File: config.mk
export PLATFORM = sky130hd
export DESIGN_NAME = go_back_n_connection_engine
export DESIGN_NICKNAME = d
export VERILOG_FILES = /design/src/gbn_pkg.sv /design/src/go_back_n_connection_engine.sv /design/src/gbn_ram.sv /design/src/gbn_fifo.sv /design/src/gbn_front.sv /design/src/gbn_back.sv
export SDC_FILE = /design/constraint.sdc
export NUM_CORES = 2
export LEC_CHECK = 0
export ABC_AREA = 1
export BUFFER_PORTS_ARGS = -buffer_cell sky130_fd_sc_hd__buf_2
export CAP_MARGIN = 5
export CORE_ASPECT_RATIO = 1.1
export CORE_MARGIN = 1.5
export CORE_UTILIZATION = 31
export DETAILED_ROUTE_END_ITERATION = 10
export PLACE_DENSITY = 0.5
export SLEW_MARGIN = 20
export SYNTH_ARGS = -nofsm -noshare
export SYNTH_HDL_FRONTEND = slang
export SYNTH_HIERARCHICAL = 1
export SYNTH_SLANG_ARGS = --single-unit
File: constraint.sdc
create_clock -name clk_i -period 14.3 [get_ports clk_i]
set_input_delay 1.43 -clock clk_i [delete_from_list [all_inputs] [get_ports clk_i]]
set_output_delay 1.43 -clock clk_i [all_outputs]
set_load 0.05 [all_outputs]
File: src/gbn_pkg.sv
// gbn_pkg: shared types, codes and helpers of the go-back-n connection engine
// no dependencies; imported by every module of the block but gbn_ram
`timescale 1ns / 1ps

package gbn_pkg;

  // default sizes, the top level hands these down as parameters
  localparam int unsigned WINDOW_DEF = 16;
  localparam int unsigned SEND_QUEUE_DEPTH_DEF = 16;

  // widest slot index and burst length over the supported window range
  localparam int unsigned SLOT_MAX_W = 6;
  localparam int unsigned CNT_MAX_W = 7;

  localparam int unsigned PLAN_FIFO_DEPTH = 2;

  // register indexes
  localparam logic CFG_RETX = 1'b0;
  localparam logic CFG_TWAIT = 1'b1;

  localparam logic [31:0] RETX_TICKS_RST = 32'd1000;
  localparam logic [31:0] TWAIT_TICKS_RST = 32'd30000;

  // actions
  localparam logic [2:0] ACT_TICK = 3'd0;
  localparam logic [2:0] ACT_SEG = 3'd1;
  localparam logic [2:0] ACT_CONNECT = 3'd2;
  localparam logic [2:0] ACT_ACCEPT = 3'd3;
  localparam logic [2:0] ACT_PUSH = 3'd4;
  localparam logic [2:0] ACT_CLOSE = 3'd5;

  // segment flags
  localparam logic [2:0] F_ACK = 3'b100;
  localparam logic [2:0] F_SYN = 3'b010;
  localparam logic [2:0] F_FIN = 3'b001;
  localparam logic [2:0] F_NONE = 3'b000;

  // result kinds
  localparam logic [1:0] KIND_STATUS = 2'd0;
  localparam logic [1:0] KIND_TX = 2'd1;
  localparam logic [1:0] KIND_DELIVER = 2'd2;

  // connection states
  localparam logic [3:0] ST_CLOSED = 4'd0;
  localparam logic [3:0] ST_ESTABLISHED = 4'd1;
  localparam logic [3:0] ST_CLOSE_WAIT = 4'd2;
  localparam logic [3:0] ST_FIN_WAIT_1 = 4'd3;
  localparam logic [3:0] ST_FIN_WAIT_2 = 4'd4;
  localparam logic [3:0] ST_LAST_ACK = 4'd5;
  localparam logic [3:0] ST_TIME_WAIT = 4'd6;
  localparam logic [3:0] ST_SYN_SENT = 4'd7;
  localparam logic [3:0] ST_SYN_SEND = 4'd8;
  localparam logic [3:0] ST_SYN_ACK = 4'd9;
  localparam logic [3:0] ST_FIN_SEND = 4'd10;
  localparam logic [3:0] ST_SYN_RCVD = 4'd11;
  localparam logic [3:0] ST_IDLE = 4'd12;

  typedef struct packed {
    logic [2:0]  action;
    logic [31:0] seg_seq;
    logic [2:0]  seg_flags;
    logic        checksum_ok;
    logic [7:0]  payload_handle;
  } in_item_t;

  typedef struct packed {
    logic [1:0]  out_kind;
    logic [31:0] tx_seq;
    logic [2:0]  tx_flags;
    logic [7:0]  out_handle;
    logic        has_payload;
    logic [3:0]  conn_state;
    logic        queue_full;
    logic        last;
  } out_item_t;

  // one sent segment as kept for retransmission
  typedef struct packed {
    logic [2:0] flags;
    logic       pl;
    logic [7:0] handle;
  } win_entry_t;

  localparam int unsigned WIN_ENTRY_W = $bits(win_entry_t);

  // everything one transaction asks the back end to emit, in emit order
  typedef struct packed {
    logic                  new_v;
    logic [31:0]           new_seq;
    logic [2:0]            new_flags;
    logic [7:0]            new_handle;
    logic                  new_pl;
    logic                  rt_v;
    logic [31:0]           rt_base;
    logic [SLOT_MAX_W-1:0] rt_slot;
    logic [CNT_MAX_W-1:0]  rt_cnt;
    logic                  rep_v;
    logic [31:0]           rep_seq;
    logic                  del_v;
    logic [7:0]            del_handle;
    logic                  ack_v;
    logic [31:0]           ack_seq;
    logic [2:0]            ack_flags;
    logic [3:0]            state;
    logic                  full;
  } plan_t;

  // a limit of zero counts as one
  function automatic logic [31:0] eff_limit(logic [31:0] v);
    return (v == 32'd0) ? 32'd1 : v;
  endfunction

endpackage

File: src/go_back_n_connection_engine.sv
// go_back_n_connection_engine: top level of the go-back-n connection engine
// path from input transaction to its first result: accept, execute, plan
// pickup, output register; a new input is taken only after the last has
// executed, results go out at one per cycle while the output is not stalled,
// retransmitted segments each after a window read; input stalls while a burst
// is pending. reset is asynchronous active low: connection goes to idle,
// counters to 1, timers stopped, registers to their defaults; no clearing pass
// depends on gbn_pkg, gbn_ram, gbn_front, gbn_fifo, gbn_back
`timescale 1ns / 1ps

module go_back_n_connection_engine import gbn_pkg::*; #(
  parameter int unsigned WINDOW = WINDOW_DEF,
  parameter int unsigned SEND_QUEUE_DEPTH = SEND_QUEUE_DEPTH_DEF
) (
  input  logic        clk_i,
  input  logic        rst_ni,
  // configuration writes
  input  logic        cfg_we_i,
  input  logic        cfg_idx_i,
  input  logic [31:0] cfg_data_i,
  // input transactions
  input  logic        in_valid_i,
  output logic        in_ready_o,
  input  in_item_t    in_data_i,
  // result transactions
  output logic        out_valid_o,
  input  logic        out_ready_i,
  output out_item_t   out_data_o
);

  localparam int unsigned SW = $clog2(WINDOW);

  // front to queue
  logic       plan_push, plan_room;
  plan_t      plan_in, plan_out;
  // queue to back
  logic       plan_valid, plan_pop;
  // window memory: front writes new segments, back reads bursts
  logic       win_we, win_re;
  logic [SW-1:0] win_waddr, win_raddr;
  win_entry_t win_wdata, win_rdata;
  logic [WIN_ENTRY_W-1:0] win_rdata_raw;
  // burst completion releases the input side
  logic       rt_done;

  gbn_front #(
    .WINDOW           (WINDOW),
    .SEND_QUEUE_DEPTH (SEND_QUEUE_DEPTH)
  ) u_front (
    .clk_i       (clk_i),
    .rst_ni      (rst_ni),
    .cfg_we_i    (cfg_we_i),
    .cfg_idx_i   (cfg_idx_i),
    .cfg_data_i  (cfg_data_i),
    .in_valid_i  (in_valid_i),
    .in_ready_o  (in_ready_o),
    .in_data_i   (in_data_i),
    .plan_push_o (plan_push),
    .plan_o      (plan_in),
    .plan_room_i (plan_room),
    .rt_done_i   (rt_done),
    .win_we_o    (win_we),
    .win_waddr_o (win_waddr),
    .win_wdata_o (win_wdata)
  );

  // sent segments, indexed by sequence number modulo the window
  gbn_ram #(
    .WIDTH (WIN_ENTRY_W),
    .DEPTH (WINDOW)
  ) u_win_ram (
    .clk_i   (clk_i),
    .we_i    (win_we),
    .waddr_i (win_waddr),
    .wdata_i (win_wdata),
    .re_i    (win_re),
    .raddr_i (win_raddr),
    .rdata_o (win_rdata_raw)
  );

  assign win_rdata = win_entry_t'(win_rdata_raw);

  gbn_fifo u_fifo (
    .clk_i   (clk_i),
    .rst_ni  (rst_ni),
    .push_i  (plan_push),
    .data_i  (plan_in),
    .room_o  (plan_room),
    .valid_o (plan_valid),
    .pop_i   (plan_pop),
    .data_o  (plan_out)
  );

  gbn_back #(
    .WINDOW (WINDOW)
  ) u_back (
    .clk_i        (clk_i),
    .rst_ni       (rst_ni),
    .plan_valid_i (plan_valid),
    .plan_i       (plan_out),
    .plan_pop_o   (plan_pop),
    .win_re_o     (win_re),
    .win_raddr_o  (win_raddr),
    .win_rdata_i  (win_rdata),
    .rt_done_o    (rt_done),
    .out_valid_o  (out_valid_o),
    .out_ready_i  (out_ready_i),
    .out_data_o   (out_data_o)
  );

endmodule

File: src/gbn_ram.sv
// gbn_ram: generic one-write one-read memory with registered read data
// no dependencies
`timescale 1ns / 1ps

module gbn_ram #(
  parameter int unsigned WIDTH = 8,
  parameter int unsigned DEPTH = 16
) (
  input  logic                     clk_i,
  input  logic                     we_i,
  input  logic [$clog2(DEPTH)-1:0] waddr_i,
  input  logic [WIDTH-1:0]         wdata_i,
  input  logic                     re_i,
  input  logic [$clog2(DEPTH)-1:0] raddr_i,
  output logic [WIDTH-1:0]         rdata_o
);

  logic [WIDTH-1:0] mem_q [DEPTH];
  logic [WIDTH-1:0] rdata_q;

  always_ff @(posedge clk_i) begin
    if (we_i) begin
      mem_q[waddr_i] <= wdata_i;
    end
    if (re_i) begin
      rdata_q <= mem_q[raddr_i];
    end
  end

  assign rdata_o = rdata_q;

endmodule

File: src/gbn_fifo.sv
// gbn_fifo: short plan queue between the front and the back end
// depends on gbn_pkg
`timescale 1ns / 1ps

module gbn_fifo import gbn_pkg::*; (
  input  logic  clk_i,
  input  logic  rst_ni,
  input  logic  push_i,
  input  plan_t data_i,
  output logic  room_o,
  output logic  valid_o,
  input  logic  pop_i,
  output plan_t data_o
);

  localparam int unsigned PW = $clog2(PLAN_FIFO_DEPTH);
  localparam int unsigned CW = $clog2(PLAN_FIFO_DEPTH + 1);

  plan_t         mem_q [PLAN_FIFO_DEPTH];
  logic [PW-1:0] wr_q, wr_d, rd_q, rd_d;
  logic [CW-1:0] cnt_q, cnt_d;
  logic          do_push, do_pop;

  assign room_o  = cnt_q != CW'(PLAN_FIFO_DEPTH);
  assign valid_o = cnt_q != '0;
  assign data_o  = mem_q[rd_q];
  assign do_push = push_i && room_o;
  assign do_pop  = pop_i && valid_o;

  always_comb begin
    wr_d  = wr_q;
    rd_d  = rd_q;
    cnt_d = cnt_q;
    if (do_push) begin
      wr_d = (wr_q == PW'(PLAN_FIFO_DEPTH - 1)) ? '0 : wr_q + 1'b1;
    end
    if (do_pop) begin
      rd_d = (rd_q == PW'(PLAN_FIFO_DEPTH - 1)) ? '0 : rd_q + 1'b1;
    end
    if (do_push && !do_pop) begin
      cnt_d = cnt_q + 1'b1;
    end else if (do_pop && !do_push) begin
      cnt_d = cnt_q - 1'b1;
    end
  end

  always_ff @(posedge clk_i or negedge rst_ni) begin
    if (!rst_ni) begin
      wr_q  <= '0;
      rd_q  <= '0;
      cnt_q <= '0;
    end else begin
      wr_q  <= wr_d;
      rd_q  <= rd_d;
      cnt_q <= cnt_d;
    end
  end

  always_ff @(posedge clk_i) begin
    if (do_push) begin
      mem_q[wr_q] <= data_i;
    end
  end

endmodule

File: src/gbn_front.sv
// gbn_front: accepts transactions, keeps connection state and timers,
// builds one plan per transaction; depends on gbn_pkg and gbn_ram
`timescale 1ns / 1ps

module gbn_front import gbn_pkg::*; #(
  parameter int unsigned WINDOW = WINDOW_DEF,
  parameter int unsigned SEND_QUEUE_DEPTH = SEND_QUEUE_DEPTH_DEF
) (
  input  logic                      clk_i,
  input  logic                      rst_ni,
  input  logic                      cfg_we_i,
  input  logic                      cfg_idx_i,
  input  logic [31:0]               cfg_data_i,
  input  logic                      in_valid_i,
  output logic                      in_ready_o,
  input  in_item_t                  in_data_i,
  output logic                      plan_push_o,
  output plan_t                     plan_o,
  input  logic                      plan_room_i,
  input  logic                      rt_done_i,
  output logic                      win_we_o,
  output logic [$clog2(WINDOW)-1:0] win_waddr_o,
  output win_entry_t                win_wdata_o
);

  localparam int unsigned SW = $clog2(WINDOW);
  localparam int unsigned QAW = $clog2(SEND_QUEUE_DEPTH);
  localparam int unsigned QCW = $clog2(SEND_QUEUE_DEPTH + 1);

  typedef enum logic [1:0] {
    FS_ACC  = 2'b01,
    FS_EXEC = 2'b10
  } front_state_e;

  front_state_e fstate_q, fstate_d;
  in_item_t     in_q;

  logic [31:0]  retx_lim_q, twait_lim_q;
  logic [3:0]   mode_q, mode_d;
  logic [31:0]  next_q, next_d, base_q, base_d, exp_q, exp_d;
  logic [SW-1:0] nslot_q, nslot_d, bslot_q, bslot_d;
  logic [QAW-1:0] head_q, head_d;
  logic [QCW-1:0] qcnt_q, qcnt_d;
  logic         rrun_q, rrun_d, crun_q, crun_d;
  logic [31:0]  rcnt_q, rcnt_d, ccnt_q, ccnt_d;
  logic [31:0]  aseq_q, aseq_d;
  logic [2:0]   aflg_q, aflg_d;
  logic         burst_q, burst_d;

  logic         accept, hs, send, want, sq_we, send_ok, in_order;
  logic [2:0]   sf;
  logic         spl;
  logic [7:0]   sh, pop_h, sq_rdata;
  logic [QCW:0] tail_sum;
  logic [QAW-1:0] tail;
  logic [31:0]  nb, d1, d2, outst;
  logic [SW+1:0] bsum;
  plan_t        plan;

  assign accept     = in_valid_i && in_ready_o;
  assign in_ready_o = (fstate_q == FS_ACC) && plan_room_i && !burst_q;
  assign hs         = (in_q.action == ACT_SEG) && in_q.checksum_ok;

  assign tail_sum = (QCW+1)'(head_q) + (QCW+1)'(qcnt_q);
  assign tail = (tail_sum >= (QCW+1)'(SEND_QUEUE_DEPTH)) ?
                QAW'(tail_sum - (QCW+1)'(SEND_QUEUE_DEPTH)) : QAW'(tail_sum);

  gbn_ram #(
    .WIDTH (8),
    .DEPTH (SEND_QUEUE_DEPTH)
  ) u_sq_ram (
    .clk_i   (clk_i),
    .we_i    (sq_we),
    .waddr_i (tail),
    .wdata_i (in_q.payload_handle),
    .re_i    (accept),
    .raddr_i (head_q),
    .rdata_o (sq_rdata)
  );

  // a chunk pushed into an empty queue is taken from the input at once
  assign pop_h = (qcnt_q == '0) ? in_q.payload_handle : sq_rdata;

  always_comb begin
    mode_d  = mode_q;
    next_d  = next_q;
    base_d  = base_q;
    exp_d   = exp_q;
    nslot_d = nslot_q;
    bslot_d = bslot_q;
    head_d  = head_q;
    qcnt_d  = qcnt_q;
    rrun_d  = rrun_q;
    rcnt_d  = rcnt_q;
    crun_d  = crun_q;
    ccnt_d  = ccnt_q;
    aseq_d  = aseq_q;
    aflg_d  = aflg_q;
    burst_d = burst_q;
    fstate_d = fstate_q;
    plan    = '0;
    sq_we   = 1'b0;
    send    = 1'b0;
    want    = 1'b0;
    send_ok = 1'b0;
    in_order = 1'b0;
    sf      = F_NONE;
    spl     = 1'b0;
    sh      = '0;
    nb      = in_q.seg_seq + 32'd1;
    d1      = '0;
    d2      = '0;
    outst   = '0;
    bsum    = '0;
    win_we_o    = 1'b0;
    win_waddr_o = nslot_q;
    win_wdata_o = '0;
    plan_push_o = 1'b0;

    if (rt_done_i) begin
      burst_d = 1'b0;
    end

    case (fstate_q)
      FS_ACC: begin
        if (accept) begin
          fstate_d = FS_EXEC;
        end
      end
      FS_EXEC: begin
        fstate_d = FS_ACC;
        // timers tick first
        if (rrun_d && rcnt_d != '1) begin
          rcnt_d = rcnt_d + 32'd1;
        end
        if (crun_d && ccnt_d != '1) begin
          ccnt_d = ccnt_d + 32'd1;
        end

        case (in_q.action)
          ACT_CONNECT, ACT_ACCEPT: begin
            if (mode_d == ST_IDLE || mode_d == ST_CLOSED) begin
              next_d  = 32'd1;
              base_d  = 32'd1;
              exp_d   = 32'd1;
              nslot_d = SW'(1);
              bslot_d = SW'(1);
              head_d  = '0;
              qcnt_d  = '0;
              crun_d  = 1'b0;
              ccnt_d  = '0;
              aseq_d  = '0;
              aflg_d  = F_ACK;
              mode_d  = (in_q.action == ACT_CONNECT) ? ST_SYN_SEND : ST_SYN_ACK;
              rrun_d  = 1'b1;
              rcnt_d  = '0;
            end
          end
          ACT_PUSH: begin
            if (qcnt_d < QCW'(SEND_QUEUE_DEPTH)) begin
              sq_we  = 1'b1;
              qcnt_d = qcnt_d + 1'b1;
            end else begin
              plan.full = 1'b1;
            end
          end
          ACT_CLOSE: begin
            if (mode_d == ST_ESTABLISHED) begin
              mode_d = ST_FIN_SEND;
            end
          end
          default: ;
        endcase

        if (mode_d != ST_IDLE && mode_d != ST_CLOSED) begin
          // sender side
          if (mode_d == ST_TIME_WAIT) begin
            if (crun_d && ccnt_d >= eff_limit(twait_lim_q)) begin
              mode_d = ST_CLOSED;
              crun_d = 1'b0;
            end
          end else begin
            send_ok = (next_d - base_d) < 32'(WINDOW);
            want = (qcnt_d != '0) || mode_d == ST_SYN_SEND || mode_d == ST_SYN_SENT ||
                   mode_d == ST_FIN_SEND || mode_d == ST_FIN_WAIT_1 ||
                   mode_d == ST_FIN_WAIT_2 || mode_d == ST_CLOSE_WAIT;
            if (send_ok && want) begin
              case (mode_d)
                ST_SYN_SEND: begin
                  sf = F_SYN; send = 1'b1; mode_d = ST_SYN_SENT;
                end
                ST_SYN_SENT: begin
                  if (hs && in_q.seg_flags[2] && in_q.seg_flags[1]) begin
                    sf = F_ACK; send = 1'b1; mode_d = ST_ESTABLISHED;
                  end
                end
                ST_ESTABLISHED: begin
                  if (qcnt_d != '0) begin
                    sh     = pop_h;
                    head_d = (head_q == QAW'(SEND_QUEUE_DEPTH - 1)) ? '0 : head_q + 1'b1;
                    qcnt_d = qcnt_d - 1'b1;
                    spl    = 1'b1;
                    send   = 1'b1;
                  end
                end
                ST_FIN_SEND: begin
                  sf = F_FIN; send = 1'b1; mode_d = ST_FIN_WAIT_1;
                end
                ST_FIN_WAIT_1: begin
                  if (hs && in_q.seg_flags[2]) begin
                    mode_d = ST_FIN_WAIT_2;
                  end
                end
                ST_FIN_WAIT_2: begin
                  if (hs && in_q.seg_flags[0]) begin
                    sf = F_ACK; send = 1'b1; mode_d = ST_TIME_WAIT;
                    crun_d = 1'b1; ccnt_d = '0;
                  end
                end
                ST_CLOSE_WAIT: begin
                  sf = F_FIN; send = 1'b1; mode_d = ST_LAST_ACK;
                end
                default: ;
              endcase
              if (send) begin
                win_we_o        = 1'b1;
                win_waddr_o     = nslot_d;
                win_wdata_o     = '{flags: sf, pl: spl, handle: sh};
                plan.new_v      = 1'b1;
                plan.new_seq    = next_d;
                plan.new_flags  = sf;
                plan.new_handle = sh;
                plan.new_pl     = spl;
                if (base_d == next_d) begin
                  rrun_d = 1'b1; rcnt_d = '0;
                end
                nslot_d = (next_d == '1) ? '0 :
                          (nslot_d == SW'(WINDOW - 1)) ? '0 : nslot_d + 1'b1;
                next_d  = next_d + 32'd1;
              end
            end
          end

          // cumulative ack
          if (hs && in_q.seg_flags[2]) begin
            d1 = nb - base_d;
            d2 = next_d - base_d;
            if (d1 <= d2) begin
              bsum = (SW+2)'(bslot_d) + (SW+2)'(d1[SW:0]);
              bslot_d = (bsum >= (SW+2)'(WINDOW)) ? SW'(bsum - (SW+2)'(WINDOW)) : SW'(bsum);
              base_d = nb;
              rrun_d = (base_d != next_d);
              rcnt_d = '0;
            end
          end

          // retransmit timeout
          if (rrun_d && rcnt_d >= eff_limit(retx_lim_q)) begin
            rcnt_d = '0;
            outst = next_d - base_d;
            if (outst > 32'(WINDOW)) begin
              outst = 32'(WINDOW);
            end
            if (outst != '0) begin
              plan.rt_v    = 1'b1;
              plan.rt_base = base_d;
              plan.rt_slot = SLOT_MAX_W'(bslot_d);
              plan.rt_cnt  = CNT_MAX_W'(outst);
            end
          end

          // receiver side
          if (mode_d == ST_SYN_ACK) begin
            mode_d = ST_SYN_RCVD;
            aseq_d = exp_d;
            aflg_d = F_ACK | F_SYN;
            plan.rep_v   = 1'b1;
            plan.rep_seq = exp_d;
            exp_d = exp_d + 32'd1;
          end
          if (hs && !in_q.seg_flags[1] && mode_d != ST_CLOSE_WAIT) begin
            in_order = in_q.seg_seq == exp_d;
            if (in_order) begin
              plan.ack_v = 1'b1;
              if (mode_d == ST_SYN_RCVD && in_q.seg_flags[2]) begin
                plan.ack_v = 1'b0;
                mode_d = ST_ESTABLISHED;
              end else if (mode_d == ST_ESTABLISHED && in_q.seg_flags == F_NONE) begin
                plan.del_v      = 1'b1;
                plan.del_handle = in_q.payload_handle;
              end else if (mode_d == ST_ESTABLISHED && in_q.seg_flags[0]) begin
                mode_d = ST_CLOSE_WAIT;
              end else if (mode_d == ST_LAST_ACK && in_q.seg_flags[2]) begin
                mode_d = ST_CLOSED;
                plan.ack_v = 1'b0;
              end
              if (plan.ack_v) begin
                aseq_d = exp_d;
                aflg_d = F_ACK;
              end
              exp_d = exp_d + 32'd1;
            end else if (in_q.seg_flags == F_NONE) begin
              plan.ack_v = 1'b1;
            end
          end
          plan.ack_seq   = aseq_d;
          plan.ack_flags = aflg_d;

          if (mode_d == ST_CLOSED) begin
            rrun_d = 1'b0; rcnt_d = '0;
            crun_d = 1'b0; ccnt_d = '0;
          end
        end

        plan.state  = mode_d;
        plan_push_o = 1'b1;
        if (plan.rt_v) begin
          burst_d = 1'b1;
        end
      end
      default: fstate_d = FS_ACC;
    endcase
  end

  assign plan_o = plan;

  always_ff @(posedge clk_i or negedge rst_ni) begin
    if (!rst_ni) begin
      fstate_q    <= FS_ACC;
      retx_lim_q  <= RETX_TICKS_RST;
      twait_lim_q <= TWAIT_TICKS_RST;
      mode_q      <= ST_IDLE;
      next_q      <= 32'd1;
      base_q      <= 32'd1;
      exp_q       <= 32'd1;
      nslot_q     <= SW'(1);
      bslot_q     <= SW'(1);
      head_q      <= '0;
      qcnt_q      <= '0;
      rrun_q      <= 1'b0;
      rcnt_q      <= '0;
      crun_q      <= 1'b0;
      ccnt_q      <= '0;
      aseq_q      <= '0;
      aflg_q      <= F_ACK;
      burst_q     <= 1'b0;
    end else begin
      fstate_q <= fstate_d;
      if (cfg_we_i && cfg_idx_i == CFG_RETX) begin
        retx_lim_q <= cfg_data_i;
      end
      if (cfg_we_i && cfg_idx_i == CFG_TWAIT) begin
        twait_lim_q <= cfg_data_i;
      end
      mode_q  <= mode_d;
      next_q  <= next_d;
      base_q  <= base_d;
      exp_q   <= exp_d;
      nslot_q <= nslot_d;
      bslot_q <= bslot_d;
      head_q  <= head_d;
      qcnt_q  <= qcnt_d;
      rrun_q  <= rrun_d;
      rcnt_q  <= rcnt_d;
      crun_q  <= crun_d;
      ccnt_q  <= ccnt_d;
      aseq_q  <= aseq_d;
      aflg_q  <= aflg_d;
      burst_q <= burst_d;
    end
  end

  always_ff @(posedge clk_i) begin
    if (accept) begin
      in_q <= in_data_i;
    end
  end

`ifndef ASSERT_OFF
  a_accept_to_exec: assert property (@(posedge clk_i) disable iff (!rst_ni)
    accept |=> fstate_q == FS_EXEC)
    else $error("accepted transaction not executed next cycle");
  a_plan_room: assert property (@(posedge clk_i) disable iff (!rst_ni)
    fstate_q == FS_EXEC |-> plan_room_i)
    else $error("plan queue full while a plan is pushed");
  a_burst_blocks: assert property (@(posedge clk_i) disable iff (!rst_ni)
    burst_q |-> !in_ready_o)
    else $error("input taken while a retransmit burst is pending");
  a_qcnt_range: assert property (@(posedge clk_i) disable iff (!rst_ni)
    qcnt_q <= QCW'(SEND_QUEUE_DEPTH))
    else $error("send queue count beyond depth");
`endif

endmodule

File: src/gbn_back.sv
// gbn_back: expands plans into result transactions, reading the window
// memory for retransmit bursts; depends on gbn_pkg
`timescale 1ns / 1ps

module gbn_back import gbn_pkg::*; #(
  parameter int unsigned WINDOW = WINDOW_DEF
) (
  input  logic                      clk_i,
  input  logic                      rst_ni,
  input  logic                      plan_valid_i,
  input  plan_t                     plan_i,
  output logic                      plan_pop_o,
  output logic                      win_re_o,
  output logic [$clog2(WINDOW)-1:0] win_raddr_o,
  input  win_entry_t                win_rdata_i,
  output logic                      rt_done_o,
  output logic                      out_valid_o,
  input  logic                      out_ready_i,
  output out_item_t                 out_data_o
);

  localparam int unsigned SW = $clog2(WINDOW);

  typedef enum logic [3:0] {
    BS_IDLE = 4'b0001,
    BS_RUN  = 4'b0010,
    BS_RTRD = 4'b0100,
    BS_RTEM = 4'b1000
  } back_state_e;

  typedef struct packed {
    logic st;
    logic nw;
    logic rt;
    logic rep;
    logic del;
    logic ack;
  } pend_t;

  back_state_e bstate_q, bstate_d;
  plan_t       cur_q, cur_d;
  pend_t       pend_q, pend_d;
  logic [CNT_MAX_W-1:0] idx_q, idx_d;
  logic [SW-1:0] slot_q, slot_d;
  logic        out_v_q, out_v_d;
  out_item_t   out_q, out_d;
  logic        free, burst_end;

  assign free = !out_v_q || out_ready_i;
  assign burst_end = idx_q == cur_q.rt_cnt - 1'b1;

  always_comb begin
    bstate_d   = bstate_q;
    cur_d      = cur_q;
    pend_d     = pend_q;
    idx_d      = idx_q;
    slot_d     = slot_q;
    out_v_d    = out_v_q && !out_ready_i;
    out_d      = out_q;
    plan_pop_o = 1'b0;
    win_re_o   = 1'b0;
    win_raddr_o = slot_q;
    rt_done_o  = 1'b0;

    case (bstate_q)
      BS_IDLE: begin
        if (plan_valid_i) begin
          plan_pop_o = 1'b1;
          cur_d  = plan_i;
          pend_d = '{st: !(plan_i.new_v || plan_i.rt_v || plan_i.rep_v ||
                           plan_i.del_v || plan_i.ack_v),
                     nw: plan_i.new_v, rt: plan_i.rt_v, rep: plan_i.rep_v,
                     del: plan_i.del_v, ack: plan_i.ack_v};
          idx_d  = '0;
          slot_d = SW'(plan_i.rt_slot);
          bstate_d = BS_RUN;
        end
      end
      BS_RUN: begin
        if (pend_q.rt && !pend_q.nw) begin
          win_re_o = 1'b1;
          bstate_d = BS_RTRD;
        end else if (free) begin
          out_v_d = 1'b1;
          out_d   = '0;
          out_d.conn_state = cur_q.state;
          out_d.queue_full = cur_q.full;
          if (pend_q.nw) begin
            out_d.out_kind    = KIND_TX;
            out_d.tx_seq      = cur_q.new_seq;
            out_d.tx_flags    = cur_q.new_flags;
            out_d.out_handle  = cur_q.new_handle;
            out_d.has_payload = cur_q.new_pl;
            out_d.last = !(pend_q.rt || pend_q.rep || pend_q.del || pend_q.ack);
            pend_d.nw = 1'b0;
          end else if (pend_q.rep) begin
            out_d.out_kind = KIND_TX;
            out_d.tx_seq   = cur_q.rep_seq;
            out_d.tx_flags = F_ACK | F_SYN;
            out_d.last     = !(pend_q.del || pend_q.ack);
            pend_d.rep = 1'b0;
          end else if (pend_q.del) begin
            out_d.out_kind   = KIND_DELIVER;
            out_d.out_handle = cur_q.del_handle;
            out_d.last       = !pend_q.ack;
            pend_d.del = 1'b0;
          end else if (pend_q.ack) begin
            out_d.out_kind = KIND_TX;
            out_d.tx_seq   = cur_q.ack_seq;
            out_d.tx_flags = cur_q.ack_flags;
            out_d.last     = 1'b1;
            pend_d.ack = 1'b0;
          end else begin
            // status only
            out_d.last = 1'b1;
            pend_d.st  = 1'b0;
          end
          if (pend_d == '0) begin
            bstate_d = BS_IDLE;
          end
        end
      end
      BS_RTRD: begin
        bstate_d = BS_RTEM;
      end
      BS_RTEM: begin
        if (free) begin
          out_v_d = 1'b1;
          out_d   = '0;
          out_d.out_kind    = KIND_TX;
          out_d.tx_seq      = cur_q.rt_base + 32'(idx_q);
          out_d.tx_flags    = win_rdata_i.flags;
          out_d.out_handle  = win_rdata_i.handle;
          out_d.has_payload = win_rdata_i.pl;
          out_d.conn_state  = cur_q.state;
          out_d.queue_full  = cur_q.full;
          out_d.last = burst_end && !(pend_q.rep || pend_q.del || pend_q.ack);
          idx_d  = idx_q + 1'b1;
          slot_d = (slot_q == SW'(WINDOW - 1)) ? '0 : slot_q + 1'b1;
          bstate_d = BS_RUN;
          if (burst_end) begin
            pend_d.rt = 1'b0;
            rt_done_o = 1'b1;
            if (!(pend_q.rep || pend_q.del || pend_q.ack)) begin
              bstate_d = BS_IDLE;
            end
          end
        end
      end
      default: bstate_d = BS_IDLE;
    endcase
  end

  always_ff @(posedge clk_i or negedge rst_ni) begin
    if (!rst_ni) begin
      bstate_q <= BS_IDLE;
      pend_q   <= '0;
      out_v_q  <= 1'b0;
    end else begin
      bstate_q <= bstate_d;
      pend_q   <= pend_d;
      out_v_q  <= out_v_d;
    end
  end

  always_ff @(posedge clk_i) begin
    cur_q  <= cur_d;
    idx_q  <= idx_d;
    slot_q <= slot_d;
    out_q  <= out_d;
  end

  assign out_valid_o = out_v_q;
  assign out_data_o  = out_q;

`ifndef ASSERT_OFF
  a_done_in_emit: assert property (@(posedge clk_i) disable iff (!rst_ni)
    rt_done_o |-> bstate_q == BS_RTEM)
    else $error("burst done outside retransmit emit");
`endif

endmodule

======== Word-level counts from Yosys, hierarchy flattened ========
Memories as Yosys holds them, arrays and structs flattened. A register that Yosys moved wholly into a read port is not among the register bits.
Cells that the tools add are included.
storage, ports and cells
  bits in registers ....................... 573
  memory bits (writable) .................. 668
  input bits .............................. 85
  output and inout bits ................... 54
  logic and storage cells ................. 514
  memories ................................ 3
memories
  memory                  depth  bits a word  read ports  clocked after memory_dff  wr ports  RTL line        RTL
  u_fifo.mem_q            2      174          1           0                         1         gbn_fifo.sv:19  plan_t mem_q [PLAN_FIFO_DEPTH];
  u_win_ram.mem_q         16     12           1           1                         1         gbn_ram.sv:18   logic [WIDTH-1:0] mem_q [DEPTH];
  u_front.u_sq_ram.mem_q  16     8            1           1                         1         gbn_ram.sv:18
operators by class
  add/sub/neg operators ................... 26
  magnitude comparators ................... 8
  equality and inequality tests ........... 46
  mux-type cells .......................... 292
  bitwise operators ....................... 1
  reduce and logical (&&, ||, !) cells .... 82
operators by type and width
  operator                                                          number
  32-bit 2-to-1 mux                                                 63
  169-bit 2-to-1 mux                                                2
  4-bit 2-to-1 mux                                                  62
  32-bit by 1-bit adder with 32-bit output (second input constant)  6
  45-bit 2-to-1 mux                                                 4
  174-bit 2-to-1 mux                                                1
  52-bit 2-to-1 mux                                                 3
  32-bit subtractor                                                 4
  52-bit one-hot mux with 2 select lines                            1
  46-bit 2-to-1 mux                                                 2
  1-bit 2-to-1 mux                                                  89
  32-bit == test                                                    2
  32-bit >= comparator                                              2
  32-bit zero test                                                  2
  32-bit inequality test (second input constant)                    2
  12-bit 2-to-1 mux                                                 5
  3-bit 2-to-1 mux                                                  15
  5-bit 2-to-1 mux                                                  8
  8-bit 2-to-1 mux                                                  5
  37-bit 2-to-1 mux                                                 1
  4-bit == test (second input constant)                             9
  36-bit 2-to-1 mux                                                 1
  35-bit 2-to-1 mux                                                 1
  33-bit 2-to-1 mux                                                 1
  64 further kinds                                                  164

======== Longest topological paths before layout ========
  word-level depth ........................ 41
  depth in mapped cells ................... 92
  gate-level depth less buffers ........... 84

======== Modules after synthesis ========
Netlist, hierarchy kept.
modules (own cells, without submodules)
  module                      times used  cells each  area each (um^2)  sequential area each (um^2)
  gbn_front                   1           5764        34997.3           8570.7
  gbn_fifo                    1           938         12949.9           10550.1
  gbn_back                    1           897         10298.6           7063.0
  gbn_ram (u_win_ram)         1           813         8682.1            6125.9
  gbn_ram (u_front.u_sq_ram)  1           551         5846.9            4083.9

======== Worst setup path after synthesis ========
Ideal clock, no wire load.
  path type ............................... register to register
  from .................................... register u_front.mode_q[2]
  to ...................................... memory u_fifo/mem_q[0][120] (netlist bit), data pin
  library setup time ...................... 269 ps
  arrival ................................. 11341 ps
  required time ........................... 14031 ps
  path slack .............................. 2689 ps
  cell stages (with the launch flop) ...... 78
  buffers on the path ..................... 9
  clock period less this slack ............ 11611 ps
  path through ............................ dfstp_2 inv_2 nand2_1 nand2_1 nand2_2 buf_4 buf_2 buf_1 clkbuf_1 clkbuf_1 nand2_1 ha_1 a21oi_1 o21ai_0 a21oi_1 o22ai_1 nor3_1 nand2_1 [42 not listed] nand2_1 nand4_1 o211ai_1 nand2_1 nand2_1 a21oi_1 o21ai_0 xor2_1 nor3_1 nand2_1 nor2_1 nand3_1 nor2_1 nand4_1 o211ai_1 buf_2 buf_2 nor2_1
RTL lines
  item                      RTL line          RTL
  start: declaration        gbn_front.sv:39   logic [3:0] mode_q, mode_d;
  start signal: assignment  gbn_front.sv:355  mode_q <= mode_d;
  end: declaration          gbn_fifo.sv:19

==> flow_metrics.py <==
metrics = {
    "run_status": {
        "outcome": "completed",
    },
    "sta": {
        "slew_viol_final": 0,
        "min_period_over_period_pct": 93.4,
        "setup_tns_ns": 0,
        "final-setup-viol-count": 0,
        "min_period_ns": 13.36,
        "fmaxAchievable_mhz": 74.8,
        "slew_headroom_pct": 21.4,
        "hold_viol_final": 0,
        "rsz0062_at_grt": "no",
        "clock_skew_ns": 0.0642,
        "tightest_slew_ns": 1.17,
        "hold_ws_ns": 0.420,
    },
    "power_and_ir_drop": {
        "peakVddDrop_mv": 0.122,
        "internal_power_mw": 6.33,
        "power_mw": 8.61,
        "seq_power_share_pct": 47.1,
        "p_sw_mw": 2.29,
        "p_per_area_mw_per_mm2": 105,
        "p_sw_share_pct": 26.6,
        "p_leak_nw": 35.7,
        "pwr-share-comb_pct": 9.0,
        "clkPwrFrac_pct": 44.0,
    },
    "floorplanning": {
        "die_x_um": 464,
        "rows": 186,
        "die_area_mm2": 0.237,
        "core_mm2": 0.233,
        "die_y_um": 511,
        "ioPinCount": 139,
        "initial_utilization_pct": 31.1,
    },
    "clocking": {
        "cts.sinks": 1257,
        "cts_hold_buffers": 0,
        "htree_levels": 4,
        "cts_tree": "built",
        "cts_inserted_buffers": 145,
        "cts_root_buf": "clkbuf_16",
        "path_clk_slew_ns": 0.06,
        "cts_buffer_depth": 3,
        "clk_latency_ns": 0.84,
    },
    "worst_setup_path": {
        "cp_max_fo": 53,
        "path_class": "reg2reg",
        "required_ns": 14.84,
        "crit_slowest_cell": "dfstp_2",
        "cpPeakStageDelay_ns": 0.56,
        "crit_path_start_kind": "register",
        "cp.arrival_ns": 13.90,
        "path_common_cell": "nand2_1",
        "endpoint_kind": "register",
    },
    "synthesis": {
        "ys_warn_count": 6,
        "syn_inst": 8951,
        "syn-cell-area_mm2": 0.0726,
        "syn_area_per_cell_um2": 8.11,
    },
    "hold_path": {
        "hp-class": "reg2reg",
    },
    "routing": {
        "ant_nets": 0,
        "first_pass_iters": 9,
        "via_count": 61539,
        "vias_per_cell": 5.00,
        "wl_mm": 275,
        "wl_per_cell_um": 22.4,
        "drc": 0,
        "drtIter0Drc": 5767,
    },
    "grt": {
        "antenna_found_initial": 11,
        "grt_max_degree": 151,
        "grt_pass1_wl_mm": 400,
        "track_usage_pct": 22.6,
        "grt.overflow.total": 0,
        "grt_pass1_vias": 58183,
    },
    "cells_and_area": {
        "fill_cells": 24354,
        "final_area_mm2": 0.0818,
        "drive_gt1_share_pct": 7.49,
        "nNetsFinal": 9382,
        "area_growth_pct": 12.6,
    },
    "placement": {
        "port_buffers": 138,
        "dpl_cell_area_mm2": 0.0769,
        "place_congestion": 1.02,
        "dp_hpwl_mm": 207,
    },
    "job": {
        "max-cap-violations": 0,
    },
}
-- repair_timing --
action | 4_1_cts | 5_1_grt
setup buffers | 0 | 1
setup endpoints to repair | 0 | 85
resized for setup | 0 | 9
-- per-stage QoR --
step	instances	worst slack, ns	utilization [%]
after floorplan	8952	2.69	-
after global placement	12025	0.444	33.0
after detailed placement	12025	0.544	33.0
after CTS	12289	0.504	35.0
after global routing	12291	0.00319	35.1
final	12297	0.939	35.1
-- cell type report --
class / instances / area [um2] / share of cell area (%)
Multi-Input combinational cell: 6181 / 30300 / 37.1
Tap cell: 3102 / 3880 / 4.75
Inverter: 1182 / 4460 / 5.45
Timing Repair Buffer: 304 / 2000 / 2.44
Antenna cell: 7 / 17.5 / 0.0214
Clock inverter: 90 / 1050 / 1.29
Clock buffer: 174 / 3790 / 4.63
Sequential cell: 1257 / 36300 / 44.4
-- power groups by stage --
stage	sequential, mW	combinational [mW]	clock [mW]
after floorplan	4.27	0.298	0
after global placement	4.13	0.786	0
after detailed placement	4.13	0.789	0
after CTS	4.06	0.791	3.88
after global routing	4.06	0.830	4.01
final	4.06	0.772	3.79
-- final timing paths --
| check | end | cells after the start | from | slack (ns) |
|---|---|---|---|---|
| min in group asynchronous | u_front/exp_q[23]$_DFFE_PN0P_ | 1 | rst_ni | 0.64 |
| max in group asynchronous | u_back/pend_q[2]$_DFFE_PN0P_ | 3 | rst_ni | 11.69 |
| worst max register to register | u_fifo/mem_q[1][93]$_DFFE_PP_ | 69 | u_front/mode_q[2]$_DFFE_PN1P_ | 0.94 |
| worst min register to register | u_back/out_data_o[5]$_DFFE_PP_ | 0 | u_back/cur_q[4]$_DFFE_PP_ | 0.42 |
| worst min-delay path | u_back/out_data_o[5]$_DFFE_PP_ | 0 | u_back/cur_q[4]$_DFFE_PP_ | 0.42 |
| worst max-delay path | u_fifo/mem_q[1][93]$_DFFE_PP_ | 69 | u_front/mode_q[2]$_DFFE_PN1P_ | 0.94 |
-- per-layer routing --
metal / track usage, % / vias up / share of wire, %
met5: 0 / - / 0
met4: 6.54 / 0 / 3.0
met3: 3.13 / 318 / 5.9
met2: 35.1 / 2099 / 44
met1: 32.7 / 29541 / 47
li1: - / 29581 / -
-- registers in the layout, indices dropped and copies added, names as in the netlist, 47 cells and up --
register / flops
u_back/cur_q: 163
u_front/u_sq_ram/mem_q: 128
u_front/in_q: 47
u_win_ram/mem_q: 192
u_fifo/mem_q: 344
u_back/out_data_o: 52
-- cells in the final DEF, fill, tap and decap left out, types with 27 or more instances in the layout --
| cell type | count |
|---|---|
| nor2_1 | 897 |
| nand4_1 | 135 |
| xor2_1 | 169 |
| o21ai_1 | 46 |
| buf_2 | 137 |
| clkbuf_16 | 145 |
| nand3_1 | 675 |
| a21oi_1 | 365 |
| nor3_1 | 138 |
| o21ai_0 | 366 |
| clkinv_1 | 27 |
| edfxtp_1 | 957 |
| dfrtp_1 | 273 |
| o211ai_1 | 68 |
| ha_1 | 221 |
| nor4_1 | 59 |
| nand2_1 | 2692 |
| inv_1 | 1147 |
| xnor2_1 | 63 |
| a31oi_1 | 32 |
| buf_4 | 162 |
-- critical path, delay by kind of cell (launching register included) --
kind	cells	cell delay [ns]
fa+ha+maj	4	1.64
flops	1	0.56
buf+inv	7	1.42
simple gates	41	5.59
compound gates	15	3.32
xor+xnor	2	0.45
(Power assumes the default switching activity.)
